## config.mk

```make
export PLATFORM = sky130hd
export DESIGN_NAME = clock_digits_column_renderer_core
export DESIGN_NICKNAME = d
export VERILOG_FILES = /design/src/sv/cdcr_pkg.sv /design/src/sv/clock_digits_column_renderer_core.sv /design/src/sv/cdcr_front.sv /design/src/sv/cdcr_fifo.sv /design/src/sv/cdcr_back.sv
export SDC_FILE = /design/constraint.sdc
export NUM_CORES = 1
export LEC_CHECK = 0
export BUFFER_PORTS_ARGS = -buffer_cell sky130_fd_sc_hd__buf_4
export CORE_MARGIN = 8
export CORE_UTILIZATION = 45
export DETAILED_ROUTE_END_ITERATION = 6
export GPL_TIMING_DRIVEN = 0
export PLACE_DENSITY = 0.61
export SYNTH_ARGS = -nofsm -noshare
export SYNTH_HDL_FRONTEND = slang
export SYNTH_HIERARCHICAL = 1
export SYNTH_SLANG_ARGS = --single-unit
```

## constraint.sdc

```tcl
create_clock -name clk -period 7.1 [get_ports clk]
set_clock_uncertainty 0.2 [all_clocks]
set_input_delay 0.355 -clock clk [delete_from_list [all_inputs] [get_ports clk]]
set_output_delay 0.355 -clock clk [all_outputs]
set_load 0.02 [all_outputs]
```

## src/sv/cdcr_pkg.sv

```systemverilog
`timescale 1ns / 1ps
// ----------------------------------------------------------------------------
// Clock digits column renderer package
// Shared payload types, register indexes, frame geometry and digit fonts.
// ----------------------------------------------------------------------------
package cdcr_pkg;

  localparam int NUM_COLS    = 32;
  localparam int COL_W       = 5;
  localparam int QUEUE_DEPTH = 2;

  localparam logic CFG_IDX_HOURS_24_MODE = 1'b0;
  localparam logic CFG_IDX_FLIP_VIEW     = 1'b1;

  localparam logic [4:0] HOUR_MAX   = 5'd23;
  localparam logic [5:0] MINSEC_MAX = 6'd59;
  localparam logic [4:0] HALF_DAY   = 5'd12;

  localparam logic [COL_W-1:0] X_HOUR_TENS  = 5'd2;
  localparam logic [COL_W-1:0] X_HOUR_UNITS = 5'd7;
  localparam logic [COL_W-1:0] X_COLON      = 5'd12;
  localparam logic [COL_W-1:0] X_MIN_TENS   = 5'd14;
  localparam logic [COL_W-1:0] X_MIN_UNITS  = 5'd19;
  localparam logic [COL_W-1:0] X_SEC_TENS   = 5'd25;
  localparam logic [COL_W-1:0] X_SEC_UNITS  = 5'd29;
  localparam logic [COL_W-1:0] X_LAST       = 5'd31;

  localparam logic [7:0] COLON_BITS = 8'h14;

  typedef struct packed {
    logic [4:0] hour_value;
    logic [5:0] minute_value;
    logic [5:0] second_value;
    logic       colon_on;
  } in_t;

  typedef struct packed {
    logic [COL_W-1:0] column_index;
    logic [7:0]       column_bits;
    logic             last_column;
  } out_t;

  typedef struct packed {
    logic       hour_tens_blank;
    logic [3:0] hour_tens;
    logic [3:0] hour_units;
    logic [3:0] minute_tens;
    logic [3:0] minute_units;
    logic [3:0] second_tens;
    logic [3:0] second_units;
    logic       colon_on;
    logic       flip_view;
  } job_t;

  // Row masks, leftmost glyph column in the most significant bit.
  localparam logic [3:0] FONT_BIG [10][7] = '{
    '{4'd6, 4'd9, 4'd9, 4'd9, 4'd9, 4'd9, 4'd6},
    '{4'd2, 4'd6, 4'd2, 4'd2, 4'd2, 4'd2, 4'd7},
    '{4'd6, 4'd9, 4'd1, 4'd2, 4'd4, 4'd8, 4'd15},
    '{4'd6, 4'd9, 4'd1, 4'd2, 4'd1, 4'd9, 4'd6},
    '{4'd1, 4'd3, 4'd5, 4'd9, 4'd15, 4'd1, 4'd1},
    '{4'd15, 4'd8, 4'd14, 4'd1, 4'd1, 4'd9, 4'd6},
    '{4'd6, 4'd8, 4'd8, 4'd14, 4'd9, 4'd9, 4'd6},
    '{4'd15, 4'd1, 4'd2, 4'd2, 4'd4, 4'd4, 4'd4},
    '{4'd6, 4'd9, 4'd9, 4'd6, 4'd9, 4'd9, 4'd6},
    '{4'd6, 4'd9, 4'd9, 4'd7, 4'd1, 4'd1, 4'd6}
  };

  localparam logic [2:0] FONT_SMALL [10][5] = '{
    '{3'd7, 3'd5, 3'd5, 3'd5, 3'd7},
    '{3'd2, 3'd6, 3'd2, 3'd2, 3'd7},
    '{3'd7, 3'd1, 3'd7, 3'd4, 3'd7},
    '{3'd7, 3'd1, 3'd7, 3'd1, 3'd7},
    '{3'd5, 3'd5, 3'd7, 3'd1, 3'd1},
    '{3'd7, 3'd4, 3'd7, 3'd1, 3'd7},
    '{3'd7, 3'd4, 3'd7, 3'd5, 3'd7},
    '{3'd7, 3'd1, 3'd1, 3'd1, 3'd1},
    '{3'd7, 3'd5, 3'd7, 3'd5, 3'd7},
    '{3'd7, 3'd5, 3'd7, 3'd1, 3'd7}
  };

endpackage

```

## src/sv/clock_digits_column_renderer_core.sv

```systemverilog
`timescale 1ns / 1ps
// ----------------------------------------------------------------------------
// Clock digits column renderer
// Renders a time of day into a 32 by 8 LED frame sent one column at a time.
// ----------------------------------------------------------------------------
// Each accepted time value produces 32 column transfers, one per clock cycle
// while out_ready stays high; the column counter of the back stage sets that
// figure. The first column passes through the queue, the job register and the
// output register of the column stage. A queue of QUEUE_DEPTH jobs sits
// between the front end and the column stage, so new time values are taken
// while a frame is still streaming out. The mode registers are sampled when a
// time value is accepted.
module clock_digits_column_renderer_core #(
  parameter int QUEUE_DEPTH = cdcr_pkg::QUEUE_DEPTH
) (
  input  logic           clk,
  input  logic           rst_n,
  input  logic           cfg_wr_en,
  input  logic           cfg_index,
  input  logic           cfg_wr_data,
  input  logic           in_valid,
  output logic           in_ready,
  input  cdcr_pkg::in_t  in_data,
  output logic           out_valid,
  input  logic           out_ready,
  output cdcr_pkg::out_t out_data
);

  logic           push_valid;
  logic           push_ready;
  cdcr_pkg::job_t push_data;
  logic           pop_valid;
  logic           pop_ready;
  cdcr_pkg::job_t pop_data;

  cdcr_front u_front (
    .clk         (clk),
    .rst_n       (rst_n),
    .cfg_wr_en   (cfg_wr_en),
    .cfg_index   (cfg_index),
    .cfg_wr_data (cfg_wr_data),
    .in_valid    (in_valid),
    .in_ready    (in_ready),
    .in_data     (in_data),
    .push_valid  (push_valid),
    .push_ready  (push_ready),
    .push_data   (push_data)
  );

  cdcr_fifo #(
    .DEPTH (QUEUE_DEPTH)
  ) u_fifo (
    .clk        (clk),
    .rst_n      (rst_n),
    .push_valid (push_valid),
    .push_ready (push_ready),
    .push_data  (push_data),
    .pop_valid  (pop_valid),
    .pop_ready  (pop_ready),
    .pop_data   (pop_data)
  );

  cdcr_back u_back (
    .clk       (clk),
    .rst_n     (rst_n),
    .pop_valid (pop_valid),
    .pop_ready (pop_ready),
    .pop_data  (pop_data),
    .out_valid (out_valid),
    .out_ready (out_ready),
    .out_data  (out_data)
  );

endmodule

```

## src/sv/cdcr_front.sv

```systemverilog
`timescale 1ns / 1ps
// ----------------------------------------------------------------------------
// Clock digits front end
// Holds the mode registers, clamps the time fields and splits them into the
// decimal digits that the column stage draws.
// ----------------------------------------------------------------------------
module cdcr_front (
  input  logic             clk,
  input  logic             rst_n,
  input  logic             cfg_wr_en,
  input  logic             cfg_index,
  input  logic             cfg_wr_data,
  input  logic             in_valid,
  output logic             in_ready,
  input  cdcr_pkg::in_t    in_data,
  output logic             push_valid,
  input  logic             push_ready,
  output cdcr_pkg::job_t   push_data
);

  logic       hours_24_mode_r;
  logic       hours_24_mode_nxt;
  logic       flip_view_r;
  logic       flip_view_nxt;
  logic [4:0] hour_clamp;
  logic [4:0] hour_mod;
  logic [4:0] hour_shown;
  logic [5:0] minute_clamp;
  logic [5:0] second_clamp;
  logic [7:0] hour_split;
  logic [7:0] minute_split;
  logic [7:0] second_split;

  // Splits a value below 60 into its tens and units digits.
  function automatic logic [7:0] split_tens(input logic [5:0] v);
    logic [3:0] tens;
    logic [5:0] rest;
    tens = '0;
    rest = v;
    for (int k = 0; k < 5; k++) begin
      if (rest >= 6'd10) begin
        rest = rest - 6'd10;
        tens = tens + 4'd1;
      end
    end
    return {tens, rest[3:0]};
  endfunction

  always_comb begin
    hours_24_mode_nxt = hours_24_mode_r;
    flip_view_nxt     = flip_view_r;
    if (cfg_wr_en) begin
      case (cfg_index)
        cdcr_pkg::CFG_IDX_HOURS_24_MODE: hours_24_mode_nxt = cfg_wr_data;
        cdcr_pkg::CFG_IDX_FLIP_VIEW:     flip_view_nxt     = cfg_wr_data;
        default: ;
      endcase
    end
  end

  always_ff @(posedge clk) begin
    if (!rst_n) begin
      hours_24_mode_r <= 1'b1;
      flip_view_r     <= 1'b0;
    end else begin
      hours_24_mode_r <= hours_24_mode_nxt;
      flip_view_r     <= flip_view_nxt;
    end
  end

  always_comb begin
    hour_clamp   = (in_data.hour_value > cdcr_pkg::HOUR_MAX) ?
                   cdcr_pkg::HOUR_MAX : in_data.hour_value;
    minute_clamp = (in_data.minute_value > cdcr_pkg::MINSEC_MAX) ?
                   cdcr_pkg::MINSEC_MAX : in_data.minute_value;
    second_clamp = (in_data.second_value > cdcr_pkg::MINSEC_MAX) ?
                   cdcr_pkg::MINSEC_MAX : in_data.second_value;
    hour_mod     = (hour_clamp >= cdcr_pkg::HALF_DAY) ?
                   hour_clamp - cdcr_pkg::HALF_DAY : hour_clamp;
    if (hours_24_mode_r) begin
      hour_shown = hour_clamp;
    end else if (hour_mod == 5'd0) begin
      hour_shown = cdcr_pkg::HALF_DAY;
    end else begin
      hour_shown = hour_mod;
    end
    hour_split   = split_tens({1'b0, hour_shown});
    minute_split = split_tens(minute_clamp);
    second_split = split_tens(second_clamp);
  end

  always_comb begin
    push_data.hour_tens_blank = !hours_24_mode_r && (hour_shown < 5'd10);
    push_data.hour_tens       = hour_split[7:4];
    push_data.hour_units      = hour_split[3:0];
    push_data.minute_tens     = minute_split[7:4];
    push_data.minute_units    = minute_split[3:0];
    push_data.second_tens     = second_split[7:4];
    push_data.second_units    = second_split[3:0];
    push_data.colon_on        = in_data.colon_on;
    push_data.flip_view       = flip_view_r;
  end

  assign push_valid = in_valid;
  assign in_ready   = push_ready;

endmodule

```

## src/sv/cdcr_fifo.sv

```systemverilog
`timescale 1ns / 1ps
// ----------------------------------------------------------------------------
// Clock digits job queue
// Small register queue between the front end and the column stage.
// ----------------------------------------------------------------------------
module cdcr_fifo #(
  parameter int DEPTH = cdcr_pkg::QUEUE_DEPTH
) (
  input  logic           clk,
  input  logic           rst_n,
  input  logic           push_valid,
  output logic           push_ready,
  input  cdcr_pkg::job_t push_data,
  output logic           pop_valid,
  input  logic           pop_ready,
  output cdcr_pkg::job_t pop_data
);

  localparam int PTR_W = (DEPTH > 1) ? $clog2(DEPTH) : 1;
  localparam int CNT_W = $clog2(DEPTH + 1);
  localparam logic [PTR_W-1:0] PTR_LAST = PTR_W'(DEPTH - 1);
  localparam logic [CNT_W-1:0] CNT_FULL = CNT_W'(DEPTH);

  cdcr_pkg::job_t   mem_r [DEPTH];
  logic [PTR_W-1:0] wr_ptr_r;
  logic [PTR_W-1:0] wr_ptr_nxt;
  logic [PTR_W-1:0] rd_ptr_r;
  logic [PTR_W-1:0] rd_ptr_nxt;
  logic [CNT_W-1:0] count_r;
  logic [CNT_W-1:0] count_nxt;
  logic             do_push;
  logic             do_pop;

  assign push_ready = (count_r != CNT_FULL);
  assign pop_valid  = (count_r != '0);
  assign pop_data   = mem_r[rd_ptr_r];
  assign do_push    = push_valid && push_ready;
  assign do_pop     = pop_valid && pop_ready;

  always_comb begin
    wr_ptr_nxt = wr_ptr_r;
    rd_ptr_nxt = rd_ptr_r;
    count_nxt  = count_r;
    if (do_push) begin
      wr_ptr_nxt = (wr_ptr_r == PTR_LAST) ? '0 : wr_ptr_r + PTR_W'(1);
    end
    if (do_pop) begin
      rd_ptr_nxt = (rd_ptr_r == PTR_LAST) ? '0 : rd_ptr_r + PTR_W'(1);
    end
    if (do_push && !do_pop) begin
      count_nxt = count_r + CNT_W'(1);
    end else if (do_pop && !do_push) begin
      count_nxt = count_r - CNT_W'(1);
    end
  end

  always_ff @(posedge clk) begin
    if (!rst_n) begin
      wr_ptr_r <= '0;
      rd_ptr_r <= '0;
      count_r  <= '0;
    end else begin
      wr_ptr_r <= wr_ptr_nxt;
      rd_ptr_r <= rd_ptr_nxt;
      count_r  <= count_nxt;
    end
  end

  always_ff @(posedge clk) begin
    if (do_push) begin
      mem_r[wr_ptr_r] <= push_data;
    end
  end

endmodule

```

## src/sv/cdcr_back.sv

```systemverilog
`timescale 1ns / 1ps
// ----------------------------------------------------------------------------
// Clock digits column stage
// Walks the 32 frame columns of one job, draws each column from the fonts and
// places it in the output register.
// ----------------------------------------------------------------------------
module cdcr_back (
  input  logic           clk,
  input  logic           rst_n,
  input  logic           pop_valid,
  output logic           pop_ready,
  input  cdcr_pkg::job_t pop_data,
  output logic           out_valid,
  input  logic           out_ready,
  output cdcr_pkg::out_t out_data
);

  localparam int CW = cdcr_pkg::COL_W;

  logic             busy_r;
  logic             busy_nxt;
  cdcr_pkg::job_t   job_r;
  logic [CW-1:0]    col_r;
  logic [CW-1:0]    col_nxt;
  logic             out_valid_r;
  logic             out_valid_nxt;
  cdcr_pkg::out_t   out_data_r;
  logic             load;
  logic             last;
  logic [7:0]       frame_byte;
  logic [7:0]       flipped_byte;
  logic [CW-1:0]    off_ht;
  logic [CW-1:0]    off_hu;
  logic [CW-1:0]    off_mt;
  logic [CW-1:0]    off_mu;
  logic [CW-1:0]    off_st;
  logic [CW-1:0]    off_su;

  function automatic logic [7:0] big_col(input logic [3:0] digit, input logic [1:0] c);
    logic [7:0] b;
    b = '0;
    for (int r = 0; r < 7; r++) begin
      b[r] = cdcr_pkg::FONT_BIG[digit][r][~c];
    end
    return b;
  endfunction

  function automatic logic [7:0] small_col(input logic [3:0] digit, input logic [1:0] c);
    logic [7:0] b;
    logic [1:0] bit_sel;
    b       = '0;
    bit_sel = 2'd2 - c;
    for (int r = 0; r < 5; r++) begin
      b[r + 2] = cdcr_pkg::FONT_SMALL[digit][r][bit_sel];
    end
    return b;
  endfunction

  assign load      = busy_r && (!out_valid_r || out_ready);
  assign last      = (col_r == cdcr_pkg::X_LAST);
  assign pop_ready = !busy_r || (load && last);

  always_comb begin
    off_ht = col_r - cdcr_pkg::X_HOUR_TENS;
    off_hu = col_r - cdcr_pkg::X_HOUR_UNITS;
    off_mt = col_r - cdcr_pkg::X_MIN_TENS;
    off_mu = col_r - cdcr_pkg::X_MIN_UNITS;
    off_st = col_r - cdcr_pkg::X_SEC_TENS;
    off_su = col_r - cdcr_pkg::X_SEC_UNITS;
    frame_byte = '0;
    if (off_ht < 5'd4) begin
      if (!job_r.hour_tens_blank) begin
        frame_byte = big_col(job_r.hour_tens, off_ht[1:0]);
      end
    end else if (off_hu < 5'd4) begin
      frame_byte = big_col(job_r.hour_units, off_hu[1:0]);
    end else if (col_r == cdcr_pkg::X_COLON) begin
      frame_byte = job_r.colon_on ? cdcr_pkg::COLON_BITS : 8'h00;
    end else if (off_mt < 5'd4) begin
      frame_byte = big_col(job_r.minute_tens, off_mt[1:0]);
    end else if (off_mu < 5'd4) begin
      frame_byte = big_col(job_r.minute_units, off_mu[1:0]);
    end else if (off_st < 5'd3) begin
      frame_byte = small_col(job_r.second_tens, off_st[1:0]);
    end else if (off_su < 5'd3) begin
      frame_byte = small_col(job_r.second_units, off_su[1:0]);
    end
    for (int i = 0; i < 8; i++) begin
      flipped_byte[i] = frame_byte[7 - i];
    end
  end

  always_comb begin
    busy_nxt      = busy_r;
    col_nxt       = col_r;
    out_valid_nxt = out_valid_r;
    if (out_valid_r && out_ready) begin
      out_valid_nxt = 1'b0;
    end
    if (load) begin
      out_valid_nxt = 1'b1;
      col_nxt       = col_r + CW'(1);
      if (last) begin
        busy_nxt = 1'b0;
      end
    end
    if (pop_valid && pop_ready) begin
      busy_nxt = 1'b1;
      col_nxt  = '0;
    end
  end

  always_ff @(posedge clk) begin
    if (!rst_n) begin
      busy_r      <= 1'b0;
      col_r       <= '0;
      out_valid_r <= 1'b0;
    end else begin
      busy_r      <= busy_nxt;
      col_r       <= col_nxt;
      out_valid_r <= out_valid_nxt;
    end
  end

  always_ff @(posedge clk) begin
    if (pop_valid && pop_ready) begin
      job_r <= pop_data;
    end
    if (load) begin
      out_data_r.column_index <= job_r.flip_view ? col_r : ~col_r;
      out_data_r.column_bits  <= job_r.flip_view ? flipped_byte : frame_byte;
      out_data_r.last_column  <= last;
    end
  end

  assign out_valid = out_valid_r;
  assign out_data  = out_data_r;

endmodule

```

# Word-level counts from Yosys, hierarchy flattened
# Memory sizes are Yosys's and may differ from the RTL's. A register that Yosys moved wholly into a read port is not among the register bits.
# Index checks and enable logic that the tools add are counted.
# totals
n_memories,7
elab_cells,284
register_bits,27
romBits,2272
output_inout_bits,16
input_bits,25
ram_bits,54
latchBits,0
# classes
n_div,0
n_bitwise,13
n_shift,0
multipliers,0
n_eq_ne,3
n_mux,146
add_sub_neg,41
order_cmp,38
reduce_logical,25
# mem_list
name,words,word_bits,rd,rd_clocked_by_memory_dff,wr,line_no,text
(no name shown),16,28,1,0,0,cdcr_back.sv:43,b[r] = cdcr_pkg::FONT_BIG[digit][r][~c];
(no name shown),16,28,1,0,0,cdcr_back.sv:43,
(no name shown),16,28,1,0,0,cdcr_back.sv:43,
(no name shown),16,28,1,0,0,cdcr_back.sv:43,
(no name shown),16,15,1,0,0,cdcr_back.sv:54,b[r + 2] = cdcr_pkg::FONT_SMALL[digit][r][bit_sel];
(no name shown),16,15,1,0,0,cdcr_back.sv:54,
+1 memories,-,-,-,-,-,-,
# ops
cell,count
$mux W28,8
$ge A6 B4 Y1 const B,14
$mux W6,14
$bmux W1 S2,38
$sub A6 B4 Y6 const B,11
$mux W15,4
$mux W4,15
$mux W8,7
$mux W1,50
$add A4 B1 Y4 const B,9
$ge A5 B5 Y1 const B,6
$mux W5,6
$not A4 Y5,6
$lt A5 B3 Y1 const B,4
$lt A2 B3 Y1 const B,6
$sub A5 B5 Y5 const B,3
$mux W7,2
$gt A6 B6 Y1 const B,2
$sub A4 B4 Y4 const B,3
$ge A5 B4 Y1 const B,2
$lt A5 B2 Y1 const B,2
$reduce_bool A2 Y1,5
$sub A5 B4 Y5 const B,2
$logic_and A1 B1 Y1,8
other kinds (23),39

# Longest topological paths before layout
# Gate-level depths: netlist of run 1.
# logic_depth
word_depth,17
depth_mapped,38
depth_no_buf,35

# By module
# The synthesis of run 1 kept the hierarchy.
# by_module_without_submodules
mod,instances,area_per_inst_um2,cells_per_inst,seq_area_each_um2
cdcr_back,1,4904.7,584,1371.3
cdcr_front,1,3752.3,543,40.0
cdcr_fifo,1,2188.3,108,1721.7

# Worst setup path before layout of run 1
# Ideal clock, no wire load.
# synth_path
kind,input to register
from,in in_data[17] in the netlist's numbering
to,"mem u_fifo/mem_r[0][23] in the netlist's numbering, data pin"
required_ns,6.638
n_path_buf,4
path_slack_ns,-0.449
cell_stages,36
setup_ns,0.262
t_arrival_ns,7.087
cell_sequence,clkbuf_1 > buf_2 > a21o_1 > ha_1 > buf_6 > nor4bb_1 > a22o_1 > nand2b_1 > a31o_2 > a221oi_1 > inv_1 > ha_1 > and2_1 > a211oi_1 > o211ai_1 > a311oi_2 > inv_1 > ha_1 > and2_1 > buf_1 > nor4b_1 > o31ai_4 > inv_1 > xnor2_2 > inv_1 > ha_1 > nand2_1 > a21oi_1 > a211o_1 > a21oi_1 > ha_1 > inv_1 > and3_1 > a22o_1 > o2bb2ai_4 > mux2_4
# synth_rtl
element,line_no,text
start: declaration,clock_digits_column_renderer_core.sv:23,"input cdcr_pkg::in_t in_data,"
end: declaration,cdcr_fifo.sv:24,cdcr_pkg::job_t mem_r [DEPTH];

==> summary.json, run 1 <==
{
  "io_pins": 41,
  "post_route_cells_drive_above_1_share_pct": 17.2,
  "track_usage_pct": 18.9,
  "synth.net_count": 1343,
  "final_cell_mix": "95 x edfxtp_1, 88 x a21oi_1, 86 x nor2_1",
  "floorplan.initialDensity_pct": 45.3,
  "finalWeightedCongestion": 0.941,
  "flow.area_growth_from_synthesis_pct": 13.3,
  "final_cell_count_no_fill": 1630,
  "place.detailed.instances": 1595,
  "first_pass_grt_wire_length_mm": 45.9,
  "worst_slew_pin_slew_ps": 1100,
  "achievable-frequency_mhz": 146,
  "worst_setup_path_end_kind": "flip-flop",
  "timing.critical_path.fanout_max": 10,
  "insertedDiodeCount": 0,
  "via_count": 9671,
  "cts.sinks": 109,
  "mappedNetlistArea_um2": 10800,
  "placed_cell_area_um2": 11600,
  "post_layout_minimum_cycle_time_ps": 6850,
  "critPathMaxStageDelay_ps": 340,
  "vdd.ir_drop.worst_uv": 200,
  "placeableCoreArea_um2": 24000,
  "timing.setup.critical_path_class": "input pin to flip-flop",
  "die-height_um": 171,
  "io_buffer_count": 36,
  "synth_enable_flop_cells": 95,
  "leakagePower_nw": 4.72,
  "via_per_inst": 5.93,
  "timing.max_slew.rel_slack_pct": 25.9,
  "first_global_vias": 9155,
  "setup-violations-final": 0,
  "synth_warnings": 6,
  "die-area_um2": 29300,
  "placement_rows": 57,
  "synth-seq-cells": 109,
  "route.antenna.remaining_nets": 0,
  "crit_slowest_cell": "nor4bb_4",
  "final_nets": 1409,
  "cp_common_cell": "ha_1",
  "drcViolationCount": 0,
  "run_status": "completed",
  "insertion_delay_ps": 360,
  "drt_iter0_drc": 689,
  "tritoncts.num_buffers": 9,
  "cts_tree": "yes",
  "fin_util_pct": 51.3,
  "clock_tree.htree_level_count": 3,
  "period_utilization_pct": 96.4,
  "layout_commonest_cell": "edfxtp_1",
  "detail_route.first_pass.iterations": 5,
  "synth_sequential_area_ratio_pct": 28.9,
  "global_route.overflow_total": 0,
  "drv.max_cap_violation_count": 0,
  "cts.root.buffer_cell": "clkbuf_16",
  "syn_inst": 1235,
  "holdCritPathClass": "input pin to flip-flop",
  "clk_pin_slew_ps": 80,
  "final_area_um2": 12300,
  "report.final.slew_viol_count": 0,
  "post_synth_num_cell_types": 108,
  "avgRoutedWirePerCell_um": 17.0,
  "cp_data_required_time_ps": 7020,
  "setup-tns-final_ps": 0,
  "clockBufferDepth": 2,
  "crit_arrival_ps": 6770,
  "cellPowerDensity_nw_per_um2": 372,
  "antenna_found_initial": 0,
  "drt-total-wl_mm": 27.8,
  "postSynthAreaPerCell_um2": 8.78,
  "pin_count_of_the_biggest_net_entering_global_routing": 29,
  "async_flop_share_pct": 0,
  "synth_ff_type": "edfxtp_1",
  "floorplan.die.width_um": 171,
  "startpoint_type": "input pin",
  "finalPower_mw": 4.57,
  "place_hpwl_mm": 20.5,
  "hold_viol": 0
}
[state kept, by name, summed over array words and instances, names as in the netlist, named ones only]
signal	flops
u_back/busy_r	1
u_back/col_r	5
u_back/job_r	27
u_back/out_data	14
u_back/out_valid	1
u_fifo/count_r	2
u_fifo/mem_r	54
u_fifo/rd_ptr_r	1
u_fifo/wr_ptr_r	1
u_front/flip_view_r	1
u_front/hours_24_mode_r	1
[metal layers]
metal / global-route usage, % / routed length [um] / part of all wire (%) / vias up
met5: 0 / 0 / 0 / -
met4: 6.47 / 506 / 1.8 / 0
met1: 25.3 / 12900 / 46 / 4578
li1: - / - / - / 4789
met2: 31.4 / 13100 / 47 / 267
met3: 1.86 / 1230 / 4.4 / 37
[timing repair]
| item | in CTS | in global routing |
|---|---|---|
| hold buffers | 1 | 0 |
| gates cloned | 0 | 0 |
| gates resized for setup | 10 | 34 |
| setup endpoints to repair | 14 | 42 |
| hold endpoints to repair | 2 | 0 |
| pin swaps | 6 | 13 |
| buffers inserted | 7 | 12 |
[critical path, delay by kind of cell]
kind                       cells  cell delay [ps]
xor gates and xnor gates       1              120
buffers and inverters          9             1060
AOI/OAI and AO/OA             11             2240
and+or+nand+nor                6             1090
muxes                          2              540
adders and majority gates      6             1330
[cell usage after synthesis, types with 24 or more instances]
cell type	n	area share, %
nor2_1	90	3.1
ha_1	83	9.6
nand2_1	77	2.7
nor2b_1	26	1.5
nor3_1	31	1.4
mux2i_1	24	2.2
edfxtp_1	95	26
mux2_2	38	3.9
clkbuf_1	34	1.2
o21ai_0	63	2.9
xnor2_1	39	3.1
a21oi_1	96	4.4
nand2b_1	28	1.6
nand3_1	27	1.2
inv_1	69	2.4
[where the power goes]
part | total (mW) | internal [mW] | switching, mW | leakage (nW)
logic | 2.80 | 1.15 | 1.66 | 3.55
clock network | 0.542 | 0.287 | 0.255 | 0.160
registers | 1.22 | 1.09 | 0.133 | 1.01
[final timing paths]
path,cells past startpoint,slack (ps),startpoint,to
worst max-delay path,35,250,in_data[16],u_fifo/mem_r[1][23]
worst min-delay path,3,30,cfg_wr_data,u_front/hours_24_mode_r
worst max register to register,29,720,u_front/hours_24_mode_r,u_fifo/mem_r[1][23]
worst min register to register,2,280,u_front/flip_view_r,u_front/flip_view_r
[metrics by stage]
step / setup slack, ps / hold slack (ps)
CTS: 32.4 / 16.1
detailed placement: -870 / 277
global route: -74.2 / 36.4
global placement: -768 / 268
finish: 252 / 29.0
floorplan: 3.76 / 217
[layout make-up]
| class | instances | area (um^2) |
|---|---|---|
| clock inverters | 7 | 103 |
| repair buffers | 56 | 423 |
| flip-flops and latches | 109 | 3130 |
| multi-input cells | 983 | 7380 |
| inverters | 72 | 270 |
| well taps | 324 | 405 |
| clock buffers | 9 | 225 |
| fillers | 2298 | 11700 |
| plain buffers | 70 | 347 |
[cell families after synthesis]
logic type               share of synthesized area (%)
multiplexers                                      6.85
adder cells (fa/ha/maj)                           9.58
buffers and inverters                             5.55
XOR/XNOR                                          4.19
AO/OA/AOI/OAI                                     26.4
AND/OR/NAND/NOR                                   18.5
flip-flops                                        28.9
Note: power is estimated with default switching activity, not from simulation.
==> run 2, diff against run 1 <==
--- a/config.mk
+++ b/config.mk
@@ -5,12 +5,12 @@
 export SDC_FILE = /design/constraint.sdc
 export NUM_CORES = 1
 export LEC_CHECK = 0
-export BUFFER_PORTS_ARGS = -buffer_cell sky130_fd_sc_hd__buf_4
 export CORE_MARGIN = 8
 export CORE_UTILIZATION = 45
 export DETAILED_ROUTE_END_ITERATION = 6
+export DONT_BUFFER_PORTS = 1
 export GPL_TIMING_DRIVEN = 0
-export PLACE_DENSITY = 0.61
+export PLACE_DENSITY = 0.6
 export SYNTH_ARGS = -nofsm -noshare
 export SYNTH_HDL_FRONTEND = slang
 export SYNTH_HIERARCHICAL = 1
==> summary.json, run 2 (synthesis results as in run 1) <==
{
  "global_route.overflow_total": {"value": 0, "change": "unchanged"},
  "drcViolationCount": {"value": 0, "change": "unchanged"},
  "largest_register": "u_fifo/mem_r",
  "timing.critical_path.fanout_max": {"value": 10, "change": "unchanged"},
  "first_pass_grt_wire_length": {"value": 45.1, "unit": "mm", "change": "-1.6%"},
  "holdCritPathClass": "input pin to flip-flop",
  "flow.area_growth_from_synthesis_pct": 11.5,
  "pre_cts_setup_slack": {"value": -857, "unit": "ps", "change": "+13.1 ps"},
  "floorplan.die.width": {"value": 171, "unit": "um", "change": "unchanged"},
  "via_count": {"value": 9686, "change": "+0.16%"},
  "worst_setup_path_end_kind": "flip-flop",
  "io_buffer_count": {"value": 0, "change": "-100%"},
  "layout_commonest_cell": "edfxtp_1",
  "leakagePower": {"value": 4.56, "unit": "nW", "change": "-3.4%"},
  "route.antenna.remaining_nets": {"value": 0, "change": "unchanged"},
  "report.final.slew_viol_count": {"value": 0, "change": "unchanged"},
  "multi_input_comb_area": {"value": 7430, "unit": "um^2", "change": "+0.64%"},
  "die-height": {"value": 171, "unit": "um", "change": "unchanged"},
  "track_usage": {"value": 18.6, "unit": "%", "change": "-0.28 points"},
  "cts.sinks": {"value": 109, "change": "unchanged"},
  "hold_viol": {"value": 0, "change": "unchanged"},
  "rrSetupSlack": {"value": 780, "unit": "ps", "change": "+60 ps"},
  "insertedDiodeCount": {"value": 0, "change": "unchanged"},
  "crit_arrival": {"value": 6730, "unit": "ps", "change": "-40 ps"},
  "flip_flop_count_of_the_largest_register_after_layout": {"value": 54, "change": "unchanged"},
  "via_per_inst": {"value": 6.06, "change": "+2.1%"},
  "drv.max_cap_violation_count": {"value": 0, "change": "unchanged"},
  "tritoncts.num_buffers": {"value": 9, "change": "unchanged"},
  "crit_slowest_cell": "a311oi_4",
  "final_nets": {"value": 1378, "change": "-2.2%"},
  "clock_tree.htree_level_count": {"value": 3, "change": "unchanged"},
  "run_status": "completed",
  "final_cell_mix": "95 x edfxtp_1, 89 x a21oi_1, 87 x nor2_1",
  "detail_route.first_pass.iterations": {"value": 6, "change": "+1"},
  "cts_tree": "yes",
  "pin_count_of_the_biggest_net_entering_global_routing": {"value": 29, "change": "unchanged"},
  "cts.root.buffer_cell": "clkbuf_16",
  "post_route_cells_drive_above_1_share": {"value": 14.8, "unit": "%", "change": "-2.4 points"},
  "setup_slack": {"value": 274, "unit": "ps", "change": "+22.0 ps"},
  "period_utilization": {"value": 96.1, "unit": "%", "change": "-0.31 points"},
  "placement_rows": {"value": 57, "change": "unchanged"},
  "cp_data_required_time": {"value": 7000, "unit": "ps", "change": "-20 ps"},
  "clockBufferDepth": {"value": 2, "change": "unchanged"},
  "floorplan.initialDensity": {"value": 45.3, "unit": "%", "change": "unchanged"},
  "io_pins": {"value": 41, "change": "unchanged"},
  "place.detailed.instances": {"value": 1559, "change": "-2.3%"},
  "drt_iter0_drc": {"value": 878, "change": "+27%"},
  "setup-violations-final": {"value": 0, "change": "unchanged"},
  "die-area": {"value": 29300, "unit": "um^2", "change": "unchanged"},
  "startpoint_type": "input pin",
  "vdd.ir_drop.worst": {"value": 154, "unit": "uV", "change": "-23%"},
  "placeableCoreArea": {"value": 24000, "unit": "um^2", "change": "unchanged"},
  "critPathMaxStageDelay": {"value": 340, "unit": "ps", "change": "about the same"},
  "avgRoutedWirePerCell": {"value": 17.4, "unit": "um", "change": "+2.2%"},
  "num-fill-cells": {"value": 2311, "change": "+0.57%"},
  "first_global_vias": {"value": 9028, "change": "-1.4%"},
  "seqCellArea": {"value": 3130, "unit": "um^2", "change": "unchanged"},
  "final_cell_count_no_fill": {"value": 1599, "change": "-1.9%"},
  "timing.setup.critical_path_class": "input pin to flip-flop",
  "achievable-frequency": {"value": 147, "unit": "MHz", "change": "+0.32%"},
  "setup-tns-final": {"value": 0, "unit": "ps", "change": "unchanged"},
  "insertion_delay": {"value": 360, "unit": "ps", "change": "about the same"},
  "drt-total-wl": {"value": 27.8, "unit": "mm", "change": "+0.25%"},
  "post_layout_minimum_cycle_time": {"value": 6830, "unit": "ps", "change": "-22.0 ps"},
  "place_hpwl": {"value": 20.3, "unit": "mm", "change": "-1.2%"},
  "timing.max_slew.rel_slack": {"value": 26.1, "unit": "%", "change": "+0.25 points"},
  "finalWeightedCongestion": {"value": 0.918, "change": "-2.5%"},
  "antenna_found_initial": {"value": 0, "change": "unchanged"},
  "clk_pin_slew": {"value": 80, "unit": "ps", "change": "about the same"},
  "worst_slew_pin_slew": {"value": 1100, "unit": "ps", "change": "-3.66 ps"},
  "cellPowerDensity": {"value": 374, "unit": "nW/um^2", "change": "+0.56%"}
}
[run 2: cell count changes in the layout (fill, tap and decap cells not counted), sizes merged]
cell and change:
buf -38, dlygate4sd3 +5, clkbuf +2, clkinvlp +2, clkinv -1, inv -1
[run 2: what timing repair did]
action | CTS | global route
hold endpoints to repair | 11 | 0
pin swaps | 6 | 15
setup endpoints to repair | 14 | 42
hold buffers | 6 | 0
resized for setup | 10 | 37
buffers inserted | 6 | 12
cloned | 0 | 0
[run 2: power breakdown]
part           total [mW]  leakage [nW]  switching [mW]  internal, mW
clock               0.521         0.148           0.239         0.282
sequential           1.26          1.01           0.169          1.09
combinational        2.74          3.40            1.62          1.12
[run 2: worst max-delay path, delay by kind of cell]
family / cells / cell delay (ps)
adders and majority gates: 5 / 970
AOI/OAI and AO/OA: 14 / 2860
muxes: 1 / 310
buffers and inverters: 8 / 990
and+or+nand+nor: 8 / 1240
[run 2: layer usage]
layer	share of wire (%)	up-vias	GRT usage [%]
met1	47	4603	24.8
li1	-	4723	-
met5	0	-	0
met2	46	321	30.8
met4	1.9	0	5.78
met3	5.0	39	2.48
[run 2: final cells by class]
class | instances | share of cell area, %
inverters | 72 | 2.23
flip-flops and latches | 109 | 25.9
plain buffers | 71 | 2.83
well taps | 324 | 3.35
repair buffers | 24 | 1.68
multi-input cells | 983 | 61.4
clock inverters | 7 | 0.765
clock buffers | 9 | 1.86
[run 2: worst paths after layout]
path	cells after the start	endpoint	from
worst max-delay path	36	u_fifo/mem_r[1][23]	in_data[17]
worst min register to register	2	u_back/out_valid	u_back/busy_r
worst max register to register	30	u_fifo/mem_r[1][23]	u_front/hours_24_mode_r
worst min-delay path	2	u_back/col_r[4]	rst_n
[run 2: stage by stage]
step	utilization, %	power, mW	hold slack (ps)	area [um^2]
6_report	50.5	4.52	57.5	12100
5_1_grt	50.5	4.87	67.8	12100
4_1_cts	49.3	4.40	40.5	11800
3_5_place_dp	47.3	3.83	232	11300
3_3_place_gp	47.2	3.80	228	11300
2_1_floorplan	-	3.25	217	10900
==> run 3, diff against run 2 <==
--- a/config.mk
+++ b/config.mk
@@ -5,7 +5,8 @@
 export SDC_FILE = /design/constraint.sdc
 export NUM_CORES = 1
 export LEC_CHECK = 0
-export CORE_MARGIN = 8
+export CORE_ASPECT_RATIO = 1.25
+export CORE_MARGIN = 2
 export CORE_UTILIZATION = 45
 export DETAILED_ROUTE_END_ITERATION = 6
 export DONT_BUFFER_PORTS = 1
@@ -15,3 +16,4 @@
 export SYNTH_HDL_FRONTEND = slang
 export SYNTH_HIERARCHICAL = 1
 export SYNTH_SLANG_ARGS = --single-unit
+export TNS_END_PERCENT = 100
==> summary.json, run 3 (synthesis results as in run 1) <==
{
  "run_status": "completed",
  "holdCritPathClass": "input pin to flip-flop",
  "io_pins": {"value": 41, "change": "unchanged"},
  "drt-total-wl": {"value": 26.6, "unit": "mm", "change": "-4.3%"},
  "die-height": {"value": 178, "unit": "um", "change": "+3.7%"},
  "route.antenna.remaining_nets": {"value": 0, "change": "unchanged"},
  "post_layout_minimum_cycle_time": {"value": 6850, "unit": "ps", "change": "+25.7 ps"},
  "die-area": {"value": 25400, "unit": "um^2", "change": "-13%"},
  "final_cell_mix": "95 x edfxtp_1, 89 x a21oi_1, 85 x nor2_1",
  "cp.buffers_inverters": {"value": 7, "change": "-1"},
  "drcViolationCount": {"value": 0, "change": "unchanged"},
  "place_hpwl": {"value": 19.9, "unit": "mm", "change": "-1.9%"},
  "antenna_found_initial": {"value": 0, "change": "unchanged"},
  "io_buffer_count": {"value": 0, "change": "unchanged"},
  "via_per_inst": {"value": 5.96, "change": "-1.5%"},
  "floorplan.die.width": {"value": 143, "unit": "um", "change": "-17%"},
  "track_usage": {"value": 21.3, "unit": "%", "change": "+2.7 points"},
  "achievable-frequency": {"value": 146, "unit": "MHz", "change": "-0.38%"},
  "flip_flop_count_of_the_largest_register_after_layout": {"value": 54, "change": "unchanged"},
  "critPathMaxStageDelay": {"value": 430, "unit": "ps", "change": "+90 ps"},
  "largest_register": "u_fifo/mem_r",
  "crit_arrival": {"value": 6750, "unit": "ps", "change": "+20 ps"},
  "timing.max_slew.rel_slack": {"value": 13.1, "unit": "%", "change": "-13 points"},
  "period_utilization": {"value": 96.5, "unit": "%", "change": "+0.36 points"},
  "drt_iter0_drc": {"value": 621, "change": "-29%"},
  "post_route_cells_drive_above_1_share": {"value": 15.4, "unit": "%", "change": "+0.60 points"},
  "first_global_vias": {"value": 9128, "change": "+1.1%"},
  "setup-violations-final": {"value": 0, "change": "unchanged"},
  "cts.root.buffer_cell": "clkbuf_16",
  "fin_hold_ws": {"value": 46.1, "unit": "ps", "change": "-11.3 ps"},
  "via_count": {"value": 9555, "change": "-1.4%"},
  "num-fill-cells": {"value": 2235, "change": "-3.3%"},
  "startpoint_type": "input pin",
  "pin_count_of_the_biggest_net_entering_global_routing": {"value": 29, "change": "unchanged"},
  "hold_viol": {"value": 0, "change": "unchanged"},
  "final_nets": {"value": 1380, "change": "+0.15%"},
  "cts_tree": "yes",
  "global_route.overflow_total": {"value": 0, "change": "unchanged"},
  "floorplan.initialDensity": {"value": 45.7, "unit": "%", "change": "+0.45 points"},
  "placeableCoreArea": {"value": 23700, "unit": "um^2", "change": "-0.99%"},
  "timing.setup.critical_path_class": "input pin to flip-flop",
  "vdd.ir_drop.worst": {"value": 121, "unit": "uV", "change": "-21%"},
  "crit_slowest_cell": "a311oi_4",
  "drv.max_cap_violation_count": {"value": 0, "change": "unchanged"},
  "worst_setup_path_end_kind": "flip-flop",
  "cellPowerDensity": {"value": 373, "unit": "nW/um^2", "change": "about the same"},
  "clk_pin_slew": {"value": 70, "unit": "ps", "change": "about the same"},
  "worst_slew_pin_slew": {"value": 1300, "unit": "ps", "change": "+205 ps"},
  "placement_rows": {"value": 63, "change": "+11%"},
  "tritoncts.num_buffers": {"value": 9, "change": "unchanged"},
  "avgRoutedWirePerCell": {"value": 16.6, "unit": "um", "change": "-4.5%"},
  "layout_commonest_cell": "edfxtp_1",
  "crit_family": "compound AO/OA/AOI/OAI gates",
  "insertedDiodeCount": {"value": 0, "change": "unchanged"},
  "leakagePower": {"value": 4.59, "unit": "nW", "change": "+0.63%"},
  "clock_tree.htree_level_count": {"value": 3, "change": "unchanged"},
  "flow.area_growth_from_synthesis_pct": 11.8,
  "cp_data_required_time": {"value": 7000, "unit": "ps", "change": "about the same"},
  "setup-tns-final": {"value": 0, "unit": "ps", "change": "unchanged"},
  "insertion_delay": {"value": 350, "unit": "ps", "change": "about the same"},
  "clockBufferDepth": {"value": 2, "change": "unchanged"},
  "cts.sinks": {"value": 109, "change": "unchanged"},
  "report.final.slew_viol_count": {"value": 0, "change": "unchanged"},
  "first_pass_grt_wire_length": {"value": 44.5, "unit": "mm", "change": "-1.5%"},
  "detail_route.first_pass.iterations": {"value": 5, "change": "-1"},
  "finalWeightedCongestion": {"value": 0.947, "change": "+3.1%"},
  "timing.critical_path.fanout_max": {"value": 10, "change": "unchanged"}
}
## run 3: cell count changes in the layout (fill, tap and decap cells not counted), sizes merged
cell	previous run	this run
buf	56	57
bufinv	1	3
clkbuf	42	44
clkinvlp	2	1
inv	73	71
## run 3: final timing paths
path | start | endpoint | slack [ps] | depth (start not counted)
max | in_data[17] | u_fifo/mem_r[1][23] | 250 | 34
max reg2reg | u_front/hours_24_mode_r | u_fifo/mem_r[1][23] | 690 | 28
min | rst_n | u_back/col_r[0] | 50 | 2
min reg2reg | u_back/busy_r | u_back/out_valid | 330 | 2
## run 3: power by group
part,switching [mW],internal [mW]
logic,1.59,1.12
registers,0.164,1.09
clock network,0.217,0.345
total,1.98,2.55
## run 3: timing repair
| item | 4_1_cts | 5_1_grt |
|---|---|---|
| endpoints found under the setup margin | 14 | 42 |
| gates resized for setup | 10 | 42 |
| hold endpoints to repair | 11 | 0 |
| pin swaps | 5 | 15 |
| setup buffers | 6 | 15 |
| hold buffers | 6 | 0 |
## run 3: routing by layer
| layer | share of wire (%) | track usage, % | vias to the layer above |
|---|---|---|---|
| met2 | 50 | 36.8 | 271 |
| li1 | - | - | 4736 |
| met5 | 0 | 0 | - |
| met4 | 3.2 | 9.08 | 0 |
| met1 | 44 | 26.6 | 4484 |
| met3 | 3.7 | 2.59 | 64 |
## run 3: layout make-up
type | count | area [um^2] | area share (%)
inverters | 72 | 270 | 2.23
flip-flops and latches | 109 | 3130 | 25.8
clock inverters | 6 | 111 | 0.918
plain buffers | 70 | 339 | 2.80
clock buffers | 10 | 229 | 1.89
well taps | 325 | 407 | 3.35
multi-input cells | 983 | 7420 | 61.2
repair buffers | 27 | 218 | 1.79
## run 3: per-stage QoR
stage	instances	instance area, um^2	power (mW)	worst slack (ps)	util, %
floorplan	1235	10900	3.25	3.76	-
global placement	1560	11300	3.80	-778	47.7
detailed placement	1560	11300	3.82	-818	47.7
CTS	1588	11800	4.42	30.4	49.9
global route	1602	12100	4.90	-32.5	51.1
finish	1602	12100	4.53	249	51.1
